File: src/pidstep_pkg.sv
// pidstep_pkg: shared types and constants for the PID step unit.
// Holds register indexes, configuration bundle, FSM states and datapath commands.
// No dependencies.
`timescale 1ns / 1ps

package pidstep_pkg;

	localparam int DATA_W    = 32;
	localparam int FRAC_W    = 16;
	localparam int GAIN_W    = 31;
	localparam int CFG_IDX_W = 3;
	localparam int OPA_W     = DATA_W + 1;
	localparam int PROD_W    = OPA_W + GAIN_W;
	localparam int TERM_W    = PROD_W - FRAC_W;
	localparam int SUM_W     = TERM_W + 2;

	typedef enum logic [CFG_IDX_W-1:0] {
		REG_PROP_GAIN    = 3'd0,
		REG_INTEG_GAIN   = 3'd1,
		REG_DERIV_GAIN   = 3'd2,
		REG_DEADBAND     = 3'd3,
		REG_INTEG_LIMIT  = 3'd4,
		REG_SEP_THRESH   = 3'd5,
		REG_PERIOD       = 3'd6,
		REG_DERIV_MODE   = 3'd7
	} cfg_reg_t;

	typedef struct packed {
		logic [GAIN_W-1:0] prop_gain;
		logic [GAIN_W-1:0] integ_gain;
		logic [GAIN_W-1:0] deriv_gain;
		logic [GAIN_W-1:0] deadband;
		logic [GAIN_W-1:0] integ_limit;
		logic [GAIN_W-1:0] sep_thresh;
		logic [GAIN_W-1:0] period;
		logic              deriv_on_meas;
	} cfg_t;

	typedef enum logic [2:0] {
		ST_IDLE,
		ST_ERR,
		ST_MUL_T,
		ST_MUL_P,
		ST_MUL_I,
		ST_MUL_D,
		ST_SUM,
		ST_OUT
	} state_t;

	typedef enum logic [1:0] {
		MUL_PERIOD,
		MUL_PROP,
		MUL_INTEG,
		MUL_DERIV
	} mul_sel_t;

	typedef struct packed {
		logic     load_in;
		logic     calc_err;
		logic     mul_en;
		mul_sel_t mul_sel;
		logic     acc_upd;
		logic     sum_load;
		logic     sum_add;
		logic     hist_upd;
		logic     out_load;
	} dp_cmd_t;

endpackage

File: src/pidstep_ctrl.sv
// pidstep_ctrl: sequencer for one PID step; issues datapath commands, owns handshakes.
// Depends on pidstep_pkg.
`timescale 1ns / 1ps

module pidstep_ctrl import pidstep_pkg::*; (
	input  logic    clk,
	input  logic    arst_n,
	input  logic    in_valid,
	output logic    in_ready,
	output logic    out_valid,
	input  logic    out_ready,
	output dp_cmd_t cmd
);

	state_t state_q;
	state_t state_nxt;
	logic   out_valid_q;
	logic   out_free;

	assign out_free = !out_valid_q || out_ready;

	always_comb begin
		state_nxt = state_q;
		case (state_q)
			ST_IDLE:  if (in_valid) state_nxt = ST_ERR;
			ST_ERR:   state_nxt = ST_MUL_T;
			ST_MUL_T: state_nxt = ST_MUL_P;
			ST_MUL_P: state_nxt = ST_MUL_I;
			ST_MUL_I: state_nxt = ST_MUL_D;
			ST_MUL_D: state_nxt = ST_SUM;
			ST_SUM:   state_nxt = ST_OUT;
			ST_OUT:   if (out_free) state_nxt = ST_IDLE;
			default:  state_nxt = ST_IDLE;
		endcase
	end

	always_comb begin
		cmd      = '0;
		in_ready = 1'b0;
		case (state_q)
			ST_IDLE: begin
				in_ready    = 1'b1;
				cmd.load_in = in_valid;
			end
			ST_ERR: begin
				cmd.calc_err = 1'b1;
			end
			ST_MUL_T: begin
				cmd.mul_en  = 1'b1;
				cmd.mul_sel = MUL_PERIOD;
			end
			ST_MUL_P: begin
				cmd.acc_upd = 1'b1;
				cmd.mul_en  = 1'b1;
				cmd.mul_sel = MUL_PROP;
			end
			ST_MUL_I: begin
				cmd.sum_load = 1'b1;
				cmd.mul_en   = 1'b1;
				cmd.mul_sel  = MUL_INTEG;
			end
			ST_MUL_D: begin
				cmd.sum_add  = 1'b1;
				cmd.mul_en   = 1'b1;
				cmd.mul_sel  = MUL_DERIV;
				cmd.hist_upd = 1'b1;
			end
			ST_SUM: begin
				cmd.sum_add = 1'b1;
			end
			ST_OUT: begin
				cmd.out_load = out_free;
			end
			default: ;
		endcase
	end

	always_ff @(posedge clk or negedge arst_n) begin
		if (!arst_n) begin
			state_q     <= ST_IDLE;
			out_valid_q <= 1'b0;
		end else begin
			state_q <= state_nxt;
			if (cmd.out_load)
				out_valid_q <= 1'b1;
			else if (out_ready)
				out_valid_q <= 1'b0;
		end
	end

	assign out_valid = out_valid_q;

endmodule

File: config.mk
export PLATFORM = sky130hd
export DESIGN_NAME = pidstep_ctrl
export DESIGN_NICKNAME = d
export VERILOG_FILES = /design/src/pidstep_pkg.sv /design/src/pidstep_ctrl.sv
export SDC_FILE = /design/constraint.sdc
export NUM_CORES = 1
export LEC_CHECK = 0
export BUFFER_PORTS_ARGS = -buffer_cell sky130_fd_sc_hd__buf_2
export CORE_AREA = 2 2 39 41
export CTS_BUF_LIST = sky130_fd_sc_hd__clkbuf_8
export DETAILED_ROUTE_END_ITERATION = 10
export DIE_AREA = 0 0 41 43
export HOLD_SLACK_MARGIN = 0.06
export SLEW_MARGIN = 20
export SYNTH_ARGS = -nofsm -noshare
export SYNTH_HDL_FRONTEND = slang
export SYNTH_SLANG_ARGS = --single-unit
File: constraint.sdc
create_clock -name clk -period 2.3 [get_ports clk]
set_input_delay 0.23 -clock clk [delete_from_list [all_inputs] [get_ports clk]]
set_output_delay 0.23 -clock clk [all_outputs]
set_load 0.01 [all_outputs]
Yosys cells after proc, flatten, opt, wreduce, memory -nomap -nowiden
Cells that the tools add are included.
{"block": "word_totals", "memories": 0, "ff_bits": 4, "ramBits": 0, "wordCells": 31, "latch_bits": 0, "mem_bits_ro": 0}
{"block": "classes", "n_mul": 0, "n_reduce_logical": 6, "bitwise_logic": 0, "n_lt_le_gt_ge": 0, "shift": 0, "add_sub_neg": 0, "n_eq_ne": 9, "muxes": 14, "div_mod_pow": 0}
{"operator": "$pmux W3 S8", "n": 1}
{"operator": "$eq A3 B3 Y1 const B", "n": 4}
{"operator": "$pmux W3 S4", "n": 1}
{"operator": "$mux W1", "n": 10}
{"operator": "$eq A3 B2 Y1 const B", "n": 2}
{"operator": "$mux W3", "n": 2}
{"operator": "$ne A2 B2 Y1 const B", "n": 2}
{"operator": "$eq A3 B1 Y1 const B", "n": 1}
{"operator": "$logic_not A3 Y1", "n": 1}
{"operator": "$reduce_and A2 Y1", "n": 1}
{"operator": "$reduce_bool A2 Y1", "n": 1}
{"operator": "$reduce_or A2 Y1", "n": 1}
{"operator": "$logic_not A1 Y1", "n": 1}
{"operator": "$logic_or A1 B1 Y1", "n": 1}

Longest topological paths before layout
{"block": "depth", "word_depth": 4, "ltp_mapped": 5, "ltp_nobuf": 4}

Worst setup path after synthesis
No wires, ideal clock.
{"block": "synth_timing", "path_type": "reg-to-reg", "start": "reg state_q[1]", "end": "reg state_q[2]", "arrival_time_ns": 1.366, "slack_ns": 0.801, "setup_time_ns": 0.134, "required_time_ns": 2.166, "path_stages_with_launch": 6, "n_path_buf": 1, "path_cell_list": "dfrtp_1 > buf_2 > inv_2 > ha_1 > nor4_2 > o31ai_1"}
{"block": "synth_via", "elab_chain_len": 3, "word_cells_on_any_way": 12, "classes_between": "eq/ne (9); mux (1); reduce/logical (2)"}
{"element": "start: declaration", "line_no": "pidstep_ctrl.sv:15", "rtl": "state_t state_q;"}
{"element": "start signal: assignment", "line_no": "pidstep_ctrl.sv:83", "rtl": "state_q <= state_nxt;"}
{"element": "$eq A3 B3 Y1 / $logic_not A3 Y1 (equally long branches)", "line_no": "pidstep_ctrl.sv:24", "rtl": "case (state_q)"}
{"element": "$ne A2 B2 Y1 (no source line)"}
{"element": "$reduce_and A2 Y1 (no source line)"}
Parallel ways exist; a longest one is shown, timed or not.
A chain may end at the register's enable or synchronous reset.

==> impl_metrics.toml <==
[worst_setup_path]
rr_worst_depth = 4
required_ps = 2070
endpoint_kind = "primary output"
critical_path.max_fanout = 13
crit_type = "register to primary output"
cp.arrival_ps = 1510
crit_path_start_kind = "register"

[detailed_routing]
wl_met3_um = 48
routedWlPerCell_um = 9.64
dr.pass1.iters = 3
drtIter0Drc = 2
vias = 303
antenna_left = 0
avgViaCountPerCell = 4.39
wl_met2_um = 280
wirelength_um = 665
routed.top_layer = "met3"
drcViolationCount = 0
drt-met1-wl_um = 336

[placed_design]
dp.cells = 65
place_area_um2 = 419
place_congestion = 0.779
dp_hpwl_um = 484
dp_slack_ps = 729
port_buffers = 15

[global_route]
grt_remaining_overflow = 0
grt_max_degree = 14
track_usage = 0.0877
antenna_found_initial = 0
grt_pass1_wl_um = 1040
grt_pass1_vias = 239

[power]
intPower_mw = 0.399
power_switching_share = 0.433
pwr-share-clk = 0.203
vdd.ir_drop.worst_mv = 0.531
seqPwrFrac = 0.277
powerDensity_nw_per_um2 = 1490
combinationalPowerShare = 0.520
power.total_mw = 0.703
power.net_switching_mw = 0.304
cellLeakagePower_nw = 0.257

[sta]
hold_violations = 0
report.final.slew_viol_count = 0
fin_crit_sh = 0.758
maxSlewHeadroom = 0.679
period_minus_slack_ps = 1740
hold_slack_ps = 348
rsz0062_at_grt = "no"
setup_slack_ps = 557
tns_ps = 0
fin_worst_skew_ps = 1.57
setup_viol = 0
fmax_mhz = 574
tightest_slew_ps = 482

[layout]
areaGrowthSynthToFinish_pct = 35.3
antenna_cells = 0
fin_util = 0.340
stdcell_count = 69
fin_area_um2 = 470
nets = 62
drive_gt1_frac = 0.434

[clocking]
insertion_delay_ps = 210
cts_buffers = 3
clk_pin_slew_ps = 30
cts_sinks = 4
cts_tree = "done"
postCtsSetupBuffers = 0
cts_root_buffer = "clkbuf_8"
cts.path.max_buffers = 2
ctsHtreeMaxLevel = 1

[synth]
syn_area_um2 = 348
synth_area_leaders = "dfrtp_1, ha_1, nor3b_4, nor4_2, and3_4"
ys_seq_area_frac = 0.288
synth_cell_type_count = 28
ys_warn_count = 0
syn_avg_cell_area_um2 = 9.40
synthCells = 37
ys_seq_elements = 4
syn_nets = 44
yosysTopAreaCell = "dfrtp_1"
synthArstFlopShare = 1.00
synth-edff-count = 0
synthFlopType = "dfrtp_1"
synth_top_area_frac = 0.288

[status]
outcome = "complete, no violations"

[die]
rows = 14
io_pins = 16
die_height_um = 43
start_util = 0.251
fp.coreArea_um2 = 1380
die_area_um2 = 1760
die_w_um = 41

[hold_path]
hold_path_depth = 3
hold_path.class = "input port to register"

[flow_run]
max_cap_violations = 0
## repair_timing
item / 4_1_cts / 5_1_grt
resized for setup: 0 / 0
hold buffers: 1 / 0
endpoints found under the hold margin: 4 / 0
## area by class of cell
class / instances / area (um2)
clock buffers: 3 / 41.3
fillers: 153 / 913
inverters: 3 / 11.3
multi-input cells: 27 / 213
flip-flops and latches: 4 / 100
well taps: 16 / 20.0
repair buffers: 16 / 85.1
## cell usage in the layout (no fill, tap or decap), drive strengths merged, types with 2 or more instances in the layout
| cell | Yosys | routed |
|---|---|---|
| dfrtp | 4 | 4 |
| nor2 | 3 | 3 |
| ha | 3 | 3 |
| clkbuf | 0 | 3 |
| buf | 3 | 15 |
| nor4 | 2 | 2 |
| and3 | 2 | 2 |
| nor3 | 2 | 2 |
| inv | 3 | 3 |
## power groups by stage
stage	clock, mW	combinational, mW	sequential (mW)
finish	0.142	0.366	0.195
global route	0.153	0.408	0.203
CTS	0.146	0.372	0.192
detailed placement	0	0.368	0.195
global placement	0	0.369	0.193
floorplan	0	0.351	0.126
## metal layers
layer,track usage,vias to the layer above
met1,0.124,132
met4,0.0400,0
met5,0,-
met2,0.116,11
li1,-,160
met3,0.0314,0
## worst max-delay path, cell delays in order (launching register included)
cell and delay, ps:
dfrtp_1 630, inv_2 80, ha_1 300, inv_1 60, o21a_1 110, buf_2 120
## cell families (layout without fill, tap and decap cells)
group           after synthesis  in the layout  synth area share
simple gates                 16             16             0.324
compound gates                6              6             0.129
buf+inv                       6             22             0.101
flops                         4              4             0.288
fa+ha+maj                     3              3             0.108
xor+xnor                      2              2            0.0504
## cell usage after synthesis, types with 2 or more instances
cell type and instances:
dfrtp_1 4, ha_1 3, nor2_1 3, inv_1 2, nor3_1 2
## worst paths after layout
path | slack (ps) | endpoint | start
min | 350 | out_valid$_DFFE_PN0P_ | out_ready
max reg2reg | 720 | state_q[0]$_DFFE_PN0P_ | state_q[1]$_DFFE_PN0P_
max in group asynchronous | 1830 | state_q[1]$_DFFE_PN0P_ | arst_n
max | 560 | cmd[5] | state_q[1]$_DFFE_PN0P_
min in group asynchronous | 360 | state_q[2]$_DFFE_PN0P_ | arst_n
min reg2reg | 710 | out_valid$_DFFE_PN0P_ | out_valid$_DFFE_PN0P_
## flip-flops by register name, summed over array words and instances (netlist names)
signal	flops
out_valid	1
state_q	3
Power figures use the tool's default switching activity.
