<file path="config.mk">
export PLATFORM = sky130hd
export DESIGN_NAME = pidstep_cfg
export DESIGN_NICKNAME = d
export VERILOG_FILES = /design/src/pidstep_pkg.sv /design/src/pidstep_cfg.sv
export SDC_FILE = /design/constraint.sdc
export NUM_CORES = 1
export LEC_CHECK = 0
export BUFFER_PORTS_ARGS = -buffer_cell sky130_fd_sc_hd__buf_2
export CAP_MARGIN = 20
export CORE_MARGIN = 5
export CORE_UTILIZATION = 46
export CTS_CLUSTER_SIZE = 12
export DETAILED_ROUTE_END_ITERATION = 8
export HOLD_SLACK_MARGIN = 0.08
export PLACE_DENSITY = 0.76
export SYNTH_ARGS = -nofsm -noshare
export SYNTH_HDL_FRONTEND = slang
export SYNTH_SLANG_ARGS = --single-unit
</file>
<file path="constraint.sdc">
create_clock -name clk -period 0.85 [get_ports clk]
set_clock_uncertainty 0.15 [all_clocks]
set_input_delay 0.1275 -clock clk [delete_from_list [all_inputs] [get_ports clk]]
set_output_delay 0.1275 -clock clk [all_outputs]
set_load 0.02 [all_outputs]
</file>
<file path="src/pidstep_pkg.sv">
// pidstep_pkg: shared types and constants for the PID step unit.
// Holds register indexes, configuration bundle, FSM states and datapath commands.
// No dependencies.
`timescale 1ns / 1ps

package pidstep_pkg;

	localparam int DATA_W    = 32;
	localparam int FRAC_W    = 16;
	localparam int GAIN_W    = 31;
	localparam int CFG_IDX_W = 3;
	localparam int OPA_W     = DATA_W + 1;
	localparam int PROD_W    = OPA_W + GAIN_W;
	localparam int TERM_W    = PROD_W - FRAC_W;
	localparam int SUM_W     = TERM_W + 2;

	typedef enum logic [CFG_IDX_W-1:0] {
		REG_PROP_GAIN    = 3'd0,
		REG_INTEG_GAIN   = 3'd1,
		REG_DERIV_GAIN   = 3'd2,
		REG_DEADBAND     = 3'd3,
		REG_INTEG_LIMIT  = 3'd4,
		REG_SEP_THRESH   = 3'd5,
		REG_PERIOD       = 3'd6,
		REG_DERIV_MODE   = 3'd7
	} cfg_reg_t;

	typedef struct packed {
		logic [GAIN_W-1:0] prop_gain;
		logic [GAIN_W-1:0] integ_gain;
		logic [GAIN_W-1:0] deriv_gain;
		logic [GAIN_W-1:0] deadband;
		logic [GAIN_W-1:0] integ_limit;
		logic [GAIN_W-1:0] sep_thresh;
		logic [GAIN_W-1:0] period;
		logic              deriv_on_meas;
	} cfg_t;

	typedef enum logic [2:0] {
		ST_IDLE,
		ST_ERR,
		ST_MUL_T,
		ST_MUL_P,
		ST_MUL_I,
		ST_MUL_D,
		ST_SUM,
		ST_OUT
	} state_t;

	typedef enum logic [1:0] {
		MUL_PERIOD,
		MUL_PROP,
		MUL_INTEG,
		MUL_DERIV
	} mul_sel_t;

	typedef struct packed {
		logic     load_in;
		logic     calc_err;
		logic     mul_en;
		mul_sel_t mul_sel;
		logic     acc_upd;
		logic     sum_load;
		logic     sum_add;
		logic     hist_upd;
		logic     out_load;
	} dp_cmd_t;

endpackage

</file>
<file path="src/pidstep_cfg.sv">
// pidstep_cfg: configuration register file, written through the plain write port.
// Depends on pidstep_pkg.
`timescale 1ns / 1ps

module pidstep_cfg import pidstep_pkg::*; (
	input  logic                 clk,
	input  logic                 arst_n,
	input  logic                 cfg_we,
	input  logic [CFG_IDX_W-1:0] cfg_index,
	input  logic [GAIN_W-1:0]    cfg_wdata,
	output cfg_t                 cfg
);

	cfg_t cfg_q;

	always_ff @(posedge clk or negedge arst_n) begin
		if (!arst_n) begin
			cfg_q               <= '0;
			cfg_q.period        <= GAIN_W'(65536);
			cfg_q.deriv_on_meas <= 1'b1;
		end else if (cfg_we) begin
			case (cfg_reg_t'(cfg_index))
				REG_PROP_GAIN:   cfg_q.prop_gain     <= cfg_wdata;
				REG_INTEG_GAIN:  cfg_q.integ_gain    <= cfg_wdata;
				REG_DERIV_GAIN:  cfg_q.deriv_gain    <= cfg_wdata;
				REG_DEADBAND:    cfg_q.deadband      <= cfg_wdata;
				REG_INTEG_LIMIT: cfg_q.integ_limit   <= cfg_wdata;
				REG_SEP_THRESH:  cfg_q.sep_thresh    <= cfg_wdata;
				REG_PERIOD:      cfg_q.period        <= cfg_wdata;
				REG_DERIV_MODE:  cfg_q.deriv_on_meas <= cfg_wdata[0];
				default: ;
			endcase
		end
	end

	assign cfg = cfg_q;

endmodule

</file>
After elaboration in Yosys (flattened, before gate mapping)
Index checks and enable logic that the tools add are counted.

word-level totals
  logic and storage cells = 24
  flip-flop bits (word level) = 218

cells by class
  eq/ne operators = 7
  reductions and logical operators = 9

operators by type and width
  kind                  number
  $reduce_and A2 Y1     8
  $eq A3 B3 Y1 const B  4
  $eq A3 B2 Y1 const B  2
  $eq A3 B1 Y1 const B  1
  $logic_not A3 Y1      1

Logic depth before layout (Yosys ltp)
Gate-level depths: netlist (run 1).

  depth in word-level cells = 2
  depth in mapped cells = 3
  gate-level depth less buffers = 2

Worst setup path after synthesis (run 1)
OpenSTA, ideal clock, no wires.

  path type = input to register
  start = in cfg_index[0]
  end = reg cfg_q (netlist bit cfg[187])
  slack = -417 ps
  library setup time = 125 ps
  arrival time = 992 ps
  stages on the path = 3
  required time = 575 ps
  cell sequence = nor4b_4 buf_4 mux2_2

between the ends
  word-level cells in the longest chain between the ends = 2

ends and longest elaborated chain
  what                                line               source
  start: declaration                  pidstep_cfg.sv:9   input logic [CFG_IDX_W-1:0] cfg_index,
  $logic_not A3 Y1                    pidstep_cfg.sv:22  case (cfg_reg_t'(cfg_index))
  $reduce_and A2 Y1 (no source line)  -
  end: declaration                    pidstep_cfg.sv:14  cfg_t cfg_q;

Every way passes these cells.
A chain may end at the register's enable or synchronous reset.

Worst setup path in the final report (run 1)
  start = reg cfg_q (netlist bit cfg[0])
  end = out cfg[0] in the netlist's numbering

RTL lines
  what              line               source
  end: declaration  pidstep_cfg.sv:11  output cfg_t cfg

No word-level cell between the ends.

==> results of run 1 <==
==> layout by cell type, fill, tap and decap left out <==
master and count:
mux2_2 17, buf_12 33, nand4b_1 3, dfstp_2 2, buf_16 8, buf_8 2, dlygate4sd3_1 11, mux2_4 201
bufinv_16 1, nor4b_4 1, clkbuf_1 9, clkbuf_16 25, nand4_1 1, clkbuf_8 8, buf_2 31, buf_4 55
and4bb_4 3, dfrtp_1 216, buf_6 328
==> metal layers <==
| metal | part of all wire (%) | up-vias | wire length (um) |
|---|---|---|---|
| met5 | 0 | - | 0 |
| met4 | 4.4 | 0 | 1435 |
| met3 | 6.1 | 88 | 1991 |
| met2 | 53 | 308 | 17290 |
| met1 | 36 | 3344 | 11890 |
| li1 | - | 2607 | - |
==> through the flow <==
stage / util (%) / power (mW) / hold slack (ns)
floorplan: - / 19.60 / -0.3181
global placement: 60.35 / 23.16 / -0.03358
detailed placement: 60.35 / 23.50 / -0.03676
CTS: 83.07 / 39.15 / -0.2087
global route: 87.20 / 43.09 / -0.1893
finish: 87.20 / 41.72 / -0.1863
==> cell type report <==
cell class	count	area share, %
tap	225	1.860
timing repair buffer	469	34.99
clock buffer	41	4.993
multi-input combinational	226	21.90
clock inverter	1	0.1984
sequential	218	36.06
==> kinds of logic (layout without fill, tap and decap cells) <==
group                  count (synthesis)  after routing  share of synthesized area, %
muxes                                218            218                         29.99
DFF                                  218            218                         66.67
buffers and inverters                 21            511                         2.063
and+or+nand+nor                        8              8                         1.284
==> power groups by stage <==
stage               Sequential (mW)  Combinational (mW)  Clock (mW)
finish                         15.0                16.2        10.5
global route                   15.2                16.9        11.1
CTS                            14.6                14.2        10.4
detailed placement             14.2                9.32           0
global placement               14.1                9.10           0
floorplan                      16.9                2.74           0
==> how the worst min path moves through the flow <==
stage | slack (ns) | to | start | cells after the start
after floorplan | -0.32 | cfg[100] | arst_n | 0
after global placement | -0.03 | cfg[148] | arst_n | 2
after global routing | -0.19 | cfg[132] | cfg_wdata[7] | 2
after detailed placement | -0.04 | cfg[148] | arst_n | 2
final | -0.19 | cfg[163] | cfg_wdata[7] | 2
after CTS | -0.21 | cfg[194] | cfg_wdata[7] | 2
==> cells in the mapped netlist <==
| cell | n |
|---|---|
| and4bb_4 | 3 |
| nor4b_4 | 1 |
| mux2_1 | 9 |
| buf_2 | 9 |
| nand4_1 | 1 |
| mux2_2 | 209 |
| buf_6 | 9 |
| dfstp_2 | 2 |
| buf_4 | 3 |
| nand4b_1 | 3 |
| dfrtp_1 | 216 |
==> timing repair <==
item / CTS / global route
endpoints found under the setup margin: 436 / 436
hold endpoints to repair: 436 / 218
setup buffers: 100 / 97
cloned: 16 / 0
pin swaps: 3 / 5
resized for setup: 583 / 128
==> flow_summary.ini, run 1 <==
[outcome]
status = finished with violations
violations = negative hold slack, negative setup slack

[global_routing]
grt_use_met1_pct = 34.67
top_usage_layer = met2
use_met2_pct = 53.33
antenna_found_initial = 0
grt_util_met3_pct = 6.023
grt_pass1_wl_um = 45190
grt_use_total_pct = 29.46
grt_start_max_net_pins = 40
grt_pass1_vias = 6945
overflow = 0

[power]
switching_share_pct = 31.02
p_switching_mw = 12.94
ir_worst_vdd_mv = 2.122
p_leak_nw = 7.535
pwr-share-clk_pct = 25.1
internal-power_mw = 28.78
power_frac_seq_pct = 35.9
power_density_mw_per_mm2 = 2757
p_comb_share_pct = 38.9

[clock_tree]
cts_buffers = 24
cts_sinks = 218
clk_latency_ns = 0.50
cts_tree = done
clockBufferDepth = 3
clockRootBuffer = clkbuf_16
holdBufCountCts = 11
htreeDepth = 1
clk_pin_slew_ns = 0.06

[setup_path]
worstPathArrival_ns = 1.18
crit_fanout = 2
reg2regPathDepth = 3
critPathMaxStageDelay_ns = 0.55
path_buf_inv = 1
cp-end-kind = primary output
worstReg2RegEnd = cfg[149]
rrSetupSlack_ns = -0.36
cp_slowest_cell = dfstp_2
crit_chain = buf_6
startpoint_type = register
crit_end = cfg[0]
crit_family = flip-flops
cp.depth = 1
critPathLaunch = cfg[0]
worstPathRequired_ns = 0.57
criticalPathCategory = reg2out
r2r_start = cfg[149]

[floorplanning]
start_util_pct = 47.17
rows = 48
die_w_um = 143.4
ios = 255
fp.coreArea_mm2 = 0.01736
die_y_um = 143.4
dieArea_mm2 = 0.02057

[detailed_routing]
remaining_drc_errors = 0
firstDrtPassIters = 4
via_count = 6347
routedWlPerCell_um = 27.63
drt_first_iter_violations = 305
wl_um = 32600
ant_nets = 0
vias_per_cell = 5.379

[sta]
maxSlewHeadroom_pct = 76.98
hold_violations = 148
fin_crit_sh_pct = 171.1
max_freq_ghz = 0.6878
finalMaxSlewViolations = 0
rsz0062_at_grt = true
setup_viol = 436
tightest_slew_ns = 0.3438
fin_crit_ns = 1.454
whs_ns = -0.1863
setup-tns-final_ns = -147.97
setup_slack_ns = -0.6040

[place]
hpwl_um = 15500
dpl_cell_area_mm2 = 0.01048
port-buffer-count = 254
dp_slack_ns = -0.7363
place_congestion = 0.8142
place_inst = 957

[logic_synthesis]
synth.distinct_cells = 11
synth_fp_nets = 502
ys_seq_area_share_pct = 66.67
synth_largest_area_cell = dfrtp_1
synthesis.area_mm2 = 0.008187
avgSynthCellArea_um2 = 17.61
synth_top_area_share_pct = 66.02
synth_cells = 465
synth.top_cells.by_area = dfrtp_1, mux2_2, buf_6
ys_ff_latch = 218
yosys_warnings = 0

[finish]
regArea_mm2 = 0.005458
area_delta_synth_final_pct = 84.89
nets = 976
fin_cells = 1180
diodes = 0
largest_reg_flops = 218
fill_cells = 645
layout-drive-gt1-share_pct = 74.87
multiInputGateArea_mm2 = 0.003314
stdcell_area_mm2 = 0.01514

[worst_hold_path]
hold_path.class = in2reg

[flow_run]
maxCapViolations = 0
Note: power is estimated with default switching activity, not from simulation.
==> inputs of run 2 (changes only) <==
SETUP_SLACK_MARGIN = 0.4   (was default)
==> run 2 against run 1 <==
  * Clock power is essentially flat
  * Global-route usage shrank 1.3 points
  * Critical path depth is the same
  * Cell count shrank 1.8%
  * Largest cell class unchanged
  * Combinational power is essentially flat
  * The run still ends with negative hold slack, negative setup slack left
  * Die area is the same
  * Register-to-register slack is essentially flat
  * Utilization is essentially flat
  * Worst setup slack lost 0.0023 ns
  * First-iteration DRC count grew 28%
==> flow_summary.ini, run 2 (synthesized netlist as in run 1, its figures left out) <==
[place]
dpl_cell_area_mm2 = 0.01045
place_congestion = 0.8214
port-buffer-count = 254
hpwl_um = 15430

[clock_tree]
clockBufferDepth = 3
clockRootBuffer = clkbuf_16
cts_sinks = 218
clk_latency_ns = 0.50
clk_pin_slew_ns = 0.06
cts_tree = done
cts_buffers = 24
htreeDepth = 1

[finish]
stdcell_area_mm2 = 0.01513
final_core_util_pct = 87.17
largest_reg_flops = 218
layout-drive-gt1-share_pct = 85.76
diodes = 0
layout_commonest_cell = buf_6
area_delta_synth_final_pct = 84.81
nets = 954
mostFrequentLayoutCells = buf_6, mux2_4, dfrtp_1, dfrtp_2, buf_2

[setup_path]
critPathMaxStageDelay_ns = 0.55
cp-end-kind = primary output
criticalPathCategory = reg2out
crit_fanout = 2
crit_chain = buf_6
path_buf_inv = 1
worstPathRequired_ns = 0.57
startpoint_type = register
reg2regPathDepth = 3
cp_slowest_cell = dfstp_2
worstPathArrival_ns = 1.18
cp.depth = 1
crit_family = flip-flops

[floorplanning]
rows = 48
ios = 255
fp.coreArea_mm2 = 0.01736
die_w_um = 143.4
start_util_pct = 47.17
die_y_um = 143.4
dieArea_mm2 = 0.02057

[detailed_routing]
via_count = 6260
ant_nets = 0
wl_um = 33400
firstDrtPassIters = 4
routedWlPerCell_um = 28.82
remaining_drc_errors = 0
drt_first_iter_violations = 390
vias_per_cell = 5.401

[sta]
fin_crit_sh_pct = 171.3
setup-tns-final_ns = -147.18
setup_viol = 436
maxSlewHeadroom_pct = 81.07
finalMaxSlewViolations = 0
hold_violations = 436
fin_crit_ns = 1.456
rsz0062_at_grt = true
max_freq_ghz = 0.6867
setup_slack_ns = -0.6063
whs_ns = -0.6554
tightest_slew_ns = 0.2828

[global_routing]
grt_start_max_net_pins = 43
grt_pass1_wl_um = 43310
antenna_found_initial = 0
grt_use_total_pct = 28.16
grt_pass1_vias = 6781
overflow = 0

[outcome]
violations = negative hold slack, negative setup slack
status = finished with violations

[flow_run]
maxCapViolations = 0

[power]
p_leak_nw = 7.412
power_density_mw_per_mm2 = 2799
power_mw = 42.35
ir_worst_vdd_mv = 2.080

[worst_hold_path]
hold_path.class = in2async
[run 2: cell count changes in the layout (fill, tap and decap cells not counted), sizes merged]
cell,delta
buf,-14
dlygate4sd3,-11
clkinv,+3
clkbuf,+1
[run 2: area by class of cell]
type | instances | area (um2)
fill | 631 | 2227
sequential | 218 | 5575
clock buffer | 39 | 748.2
clock inverter | 4 | 45.04
multi-input combinational | 226 | 3341
tap | 225 | 281.5
timing repair buffer | 447 | 5139
[run 2: worst register-to-register path, delay by kind of cell (launching register included)]
family	cells	cell delay, ns
muxes	1	0.28
buffers and inverters	2	0.23
DFF	1	0.45
[run 2: power breakdown]
| part | switching, mW | internal, mW |
|---|---|---|
| combinational | 6.57 | 9.91 |
| sequential | 2.34 | 12.9 |
| clock | 4.34 | 6.30 |
| total | 13.2 | 29.1 |
[run 2: layer usage]
layer	wire length (um)	vias up	part of all wire [%]	global-route usage, %
met2	17640	317	53	51.00
met3	2106	85	6.3	5.491
met4	1466	0	4.4	10.36
met1	12180	3301	36	33.26
li1	-	2557	-	-
met5	0	-	0	0
[run 2: worst paths after layout]
| path | start | end | slack, ns |
|---|---|---|---|
| setup / recovery | cfg[0] | cfg[0] | -0.61 |
| hold / removal | arst_n | cfg[148] | -0.66 |
| setup reg to reg | cfg[182] | cfg[182] | -0.37 |
| hold reg to reg | cfg[88] | cfg[88] | 0.38 |
| max in group asynchronous | arst_n | cfg[136] | 0.64 |
| min in group clk | cfg_wdata[6] | cfg[100] | -0.19 |
[run 2: what timing repair did]
action	CTS	global route
endpoints found under the setup margin	436	436
cloned	9	3
buffers inserted	74	77
gates resized for setup	565	150
hold endpoints to repair	436	436
pin swaps	4	2
[run 2: metrics by stage]
stage          std cells  setup slack, ns  hold slack, ns
2_1_floorplan        465          -0.4170         -0.3181
6_report            1159          -0.6063         -0.6554
3_3_place_gp         953          -0.6496         -0.1392
4_1_cts             1079          -0.5963         -0.6647
5_1_grt             1159          -0.6328         -0.6687
3_5_place_dp         953          -0.6877         -0.1381
==> inputs of run 3 (changes only) <==
CORE_UTILIZATION = 50   (was 46)
PLACE_DENSITY = 0.78   (was 0.76)
clock period = 1.35 ns   (was 0.85 ns; I/O delays follow)
==> run 3 against run 2 <==
  * The run now fails in global routing
  * Area after synthesis is the same
  * Synthesized cell count is the same
==> flow_summary.ini, run 3 <==
[outcome]
status = did not finish
outcome.stop_stage = global routing
tool.error = [ERROR GRT-0232] Routing congestion too high. Check the congestion heatmap in the GUI.

[logic_synthesis]
synthesis.area_mm2 = 0.008187
ys_ff_latch = 218
synth_most_common_cell = dfrtp_1
synth_top_area_share_pct = 66.02
synth_fp_nets = 502
synth_largest_area_cell = dfrtp_1
ys_seq_area_share_pct = 66.67
synth_edf_count = 0
ys_dominant_reg_cell = dfrtp_1
yosys_warnings = 0
netlist_top_cells_count = dfrtp_1, mux2_2, buf_2, buf_6, mux2_1
avgSynthCellArea_um2 = 17.61
synthArstFlopShare_pct = 100.0
synth.top_cells.by_area = dfrtp_1, mux2_2, buf_6
synth.distinct_cells = 11
synth_cells = 465

[floorplanning]
die_w_um = 138.0
start_util_pct = 51.17
die_y_um = 138.0
ios = 255
rows = 46

[global_routing]
grt_use_total_pct = 76.50
grt_start_max_net_pins = 53
overflow = 106
antenna_found_initial = 2

[place]
port-buffer-count = 254
place_congestion = 0.7539
place_inst = 937
hpwl_um = 14720

[clock_tree]
cts_buffers = 23
clockRootBuffer = clkbuf_16
cts_sinks = 218
clockBufferDepth = 3
htreeDepth = 1

[sta]
crit_endpoint = cfg[0]
worst-ep-kind = primary output
-- run 3: logic make-up after synthesis --
kind of cell / Yosys count / share of synthesized area (%)
and+or+nand+nor: 8 / 1.284
muxes: 218 / 29.99
DFF: 218 / 66.67
buffers and inverters: 21 / 2.063
-- run 3: what timing repair did --
action                     in CTS
setup endpoints to repair     432
pin swaps                       2
buffers inserted              111
resized for setup             532
hold buffers                   27
hold endpoints to repair      436
cloned                         15
-- run 3: routing by layer --
layer | GRT overflow | GRT usage (%)
met3 | 1 | 66.47
met5 | 0 | 23.33
met2 | 57 | 89.56
met4 | 48 | 78.38
met1 | 0 | 75.33
-- run 3: per-stage QoR --
| stage | utilization, % | setup TNS (ns) | instance area (um2) | worst slack, ns |
|---|---|---|---|---|
| CTS | 89.03 | -9.605 | 14240 | -0.1724 |
| global placement | 64.31 | -38.36 | 10290 | -0.2485 |
| detailed placement | 64.31 | -42.47 | 10290 | -0.2894 |
| floorplan | - | 0 | 8626 | 0.007974 |
==> inputs of run 4 (changes only) <==
CORE_UTILIZATION = 35   (was 50)
CTS_CLUSTER_SIZE = default   (was 12)
HOLD_SLACK_MARGIN = default   (was 0.08)
PLACE_DENSITY = default   (was 0.78)
PLACE_DENSITY_LB_ADDON = 0.15   (was default)
SETUP_SLACK_MARGIN = default   (was 0.4)
==> run 4 against run 3 <==
  * The flow now finishes, with violations (negative setup slack)
==> flow_summary.ini, run 4 (synthesized netlist as in run 1, its figures left out) <==
[outcome]
status = finished with violations
violations = negative setup slack

[finish]
nets = 850
diodes = 0
mostFrequentLayoutCells = buf_6, dfrtp_1, mux2_2, buf_4, buf_2
layout_commonest_cell = buf_6
fin_cells = 1146
final_core_util_pct = 54.82
layout-drive-gt1-share_pct = 67.47
largest_reg_flops = 218
area_delta_synth_final_pct = 55.77
fill_cells = 1860

[power]
ir_worst_vdd_mv = 1.066
p_leak_nw = 5.849
power_density_mw_per_mm2 = 1782

[setup_path]
criticalPathCategory = reg2out
cp_slowest_cell = dfstp_2
worstPathRequired_ns = 1.00
startpoint_type = register
critPathMaxStageDelay_ns = 0.54
cp-end-kind = primary output
path_buf_inv = 1
crit_fanout = 2
worstPathArrival_ns = 1.16
crit_family = flip-flops
rrSetupSlack_ns = 0.18
crit_chain = buf_6

[global_routing]
antenna_found_initial = 0
grt_pass1_vias = 6096
grt_use_total_pct = 17.31
overflow = 0
grt_pass1_wl_um = 35890
grt_start_max_net_pins = 40

[detailed_routing]
remaining_drc_errors = 0
routedWlPerCell_um = 20.24
drt_first_iter_violations = 129
ant_nets = 0
wl_um = 23190
firstDrtPassIters = 4
vias_per_cell = 4.664
via_count = 5345

[sta]
setup-tns-final_ns = -6.727
hold_violations = 0
maxSlewHeadroom_pct = 74.70
finalMaxSlewViolations = 0
max_freq_ghz = 0.6592
tightest_slew_ns = 0.3795
fin_crit_sh_pct = 112.4
setup_slack_ns = -0.1671
whs_ns = 0.03549
fin_crit_ns = 1.517
rsz0062_at_grt = true
setup_viol = 218

[clock_tree]
cts_sinks = 218
clockBufferDepth = 3
cts_tree = done
htreeDepth = 1
clk_latency_ns = 0.50
cts_buffers = 24
clockRootBuffer = clkbuf_16
clk_pin_slew_ns = 0.06

[floorplanning]
fp.coreArea_mm2 = 0.02326
start_util_pct = 35.19
rows = 56
dieArea_mm2 = 0.02655
die_w_um = 162.9
die_y_um = 162.9
ios = 255

[worst_hold_path]
hold_path.class = in2reg

[place]
dp_slack_ns = -0.3499
hpwl_um = 15260
place_inst = 1040
place_congestion = 0.7494
port-buffer-count = 254

[flow_run]
maxCapViolations = 0
-- run 4: worst paths after layout --
kind                         startpoint        to  cells past startpoint
max                              cfg[0]    cfg[0]                      1
min                        cfg_index[0]    cfg[0]                      3
max reg2reg                    cfg[150]  cfg[150]                      3
min reg2reg                    cfg[143]  cfg[143]                      1
max in group asynchronous        arst_n   cfg[17]                      3
min in group asynchronous        arst_n   cfg[49]                      2
-- run 4: final cells by class --
type                       count  area (um2)  area share (%)
tap                          319       399.1           3.130
multi-input combinational    226        2560           20.07
sequential                   218        5458           42.80
timing repair buffer         343        3592           28.17
clock buffer                  39       738.2           5.789
clock inverter                 1       5.005         0.03925
-- run 4: repair_timing --
| action | 4_1_cts | 5_1_grt |
|---|---|---|
| endpoints found under the setup margin | 218 | 218 |
| gates resized for setup | 436 | 0 |
| buffers inserted | 20 | 14 |
| hold buffers | 32 | 0 |
| endpoints found under the hold margin | 435 | 0 |
-- run 4: metrics by stage --
stage / power (mW) / area, um2
6_report: 22.73 / 12750
2_1_floorplan: 11.93 / 8187
4_1_cts: 22.90 / 12650
5_1_grt: 23.77 / 12750
3_3_place_gp: 14.20 / 10070
3_5_place_dp: 14.35 / 10070
-- run 4: layer usage --
| layer | routed length [um] | part of all wire (%) | global-route usage [%] |
|---|---|---|---|
| met4 | 424 | 1.8 | 4.117 |
| met1 | 9664 | 42 | 22.24 |
| met2 | 11160 | 48 | 28.47 |
| met5 | 0 | 0 | 0 |
| met3 | 1946 | 8.4 | 5.847 |
-- run 4: report_power, final --
part	internal (mW)	switching (mW)	leakage, nW	total (mW)
registers	8.00	1.12	2.61	9.13
clock network	3.69	2.43	0.365	6.12
logic	4.14	3.34	2.87	7.48
total	15.8	6.89	5.85	22.7
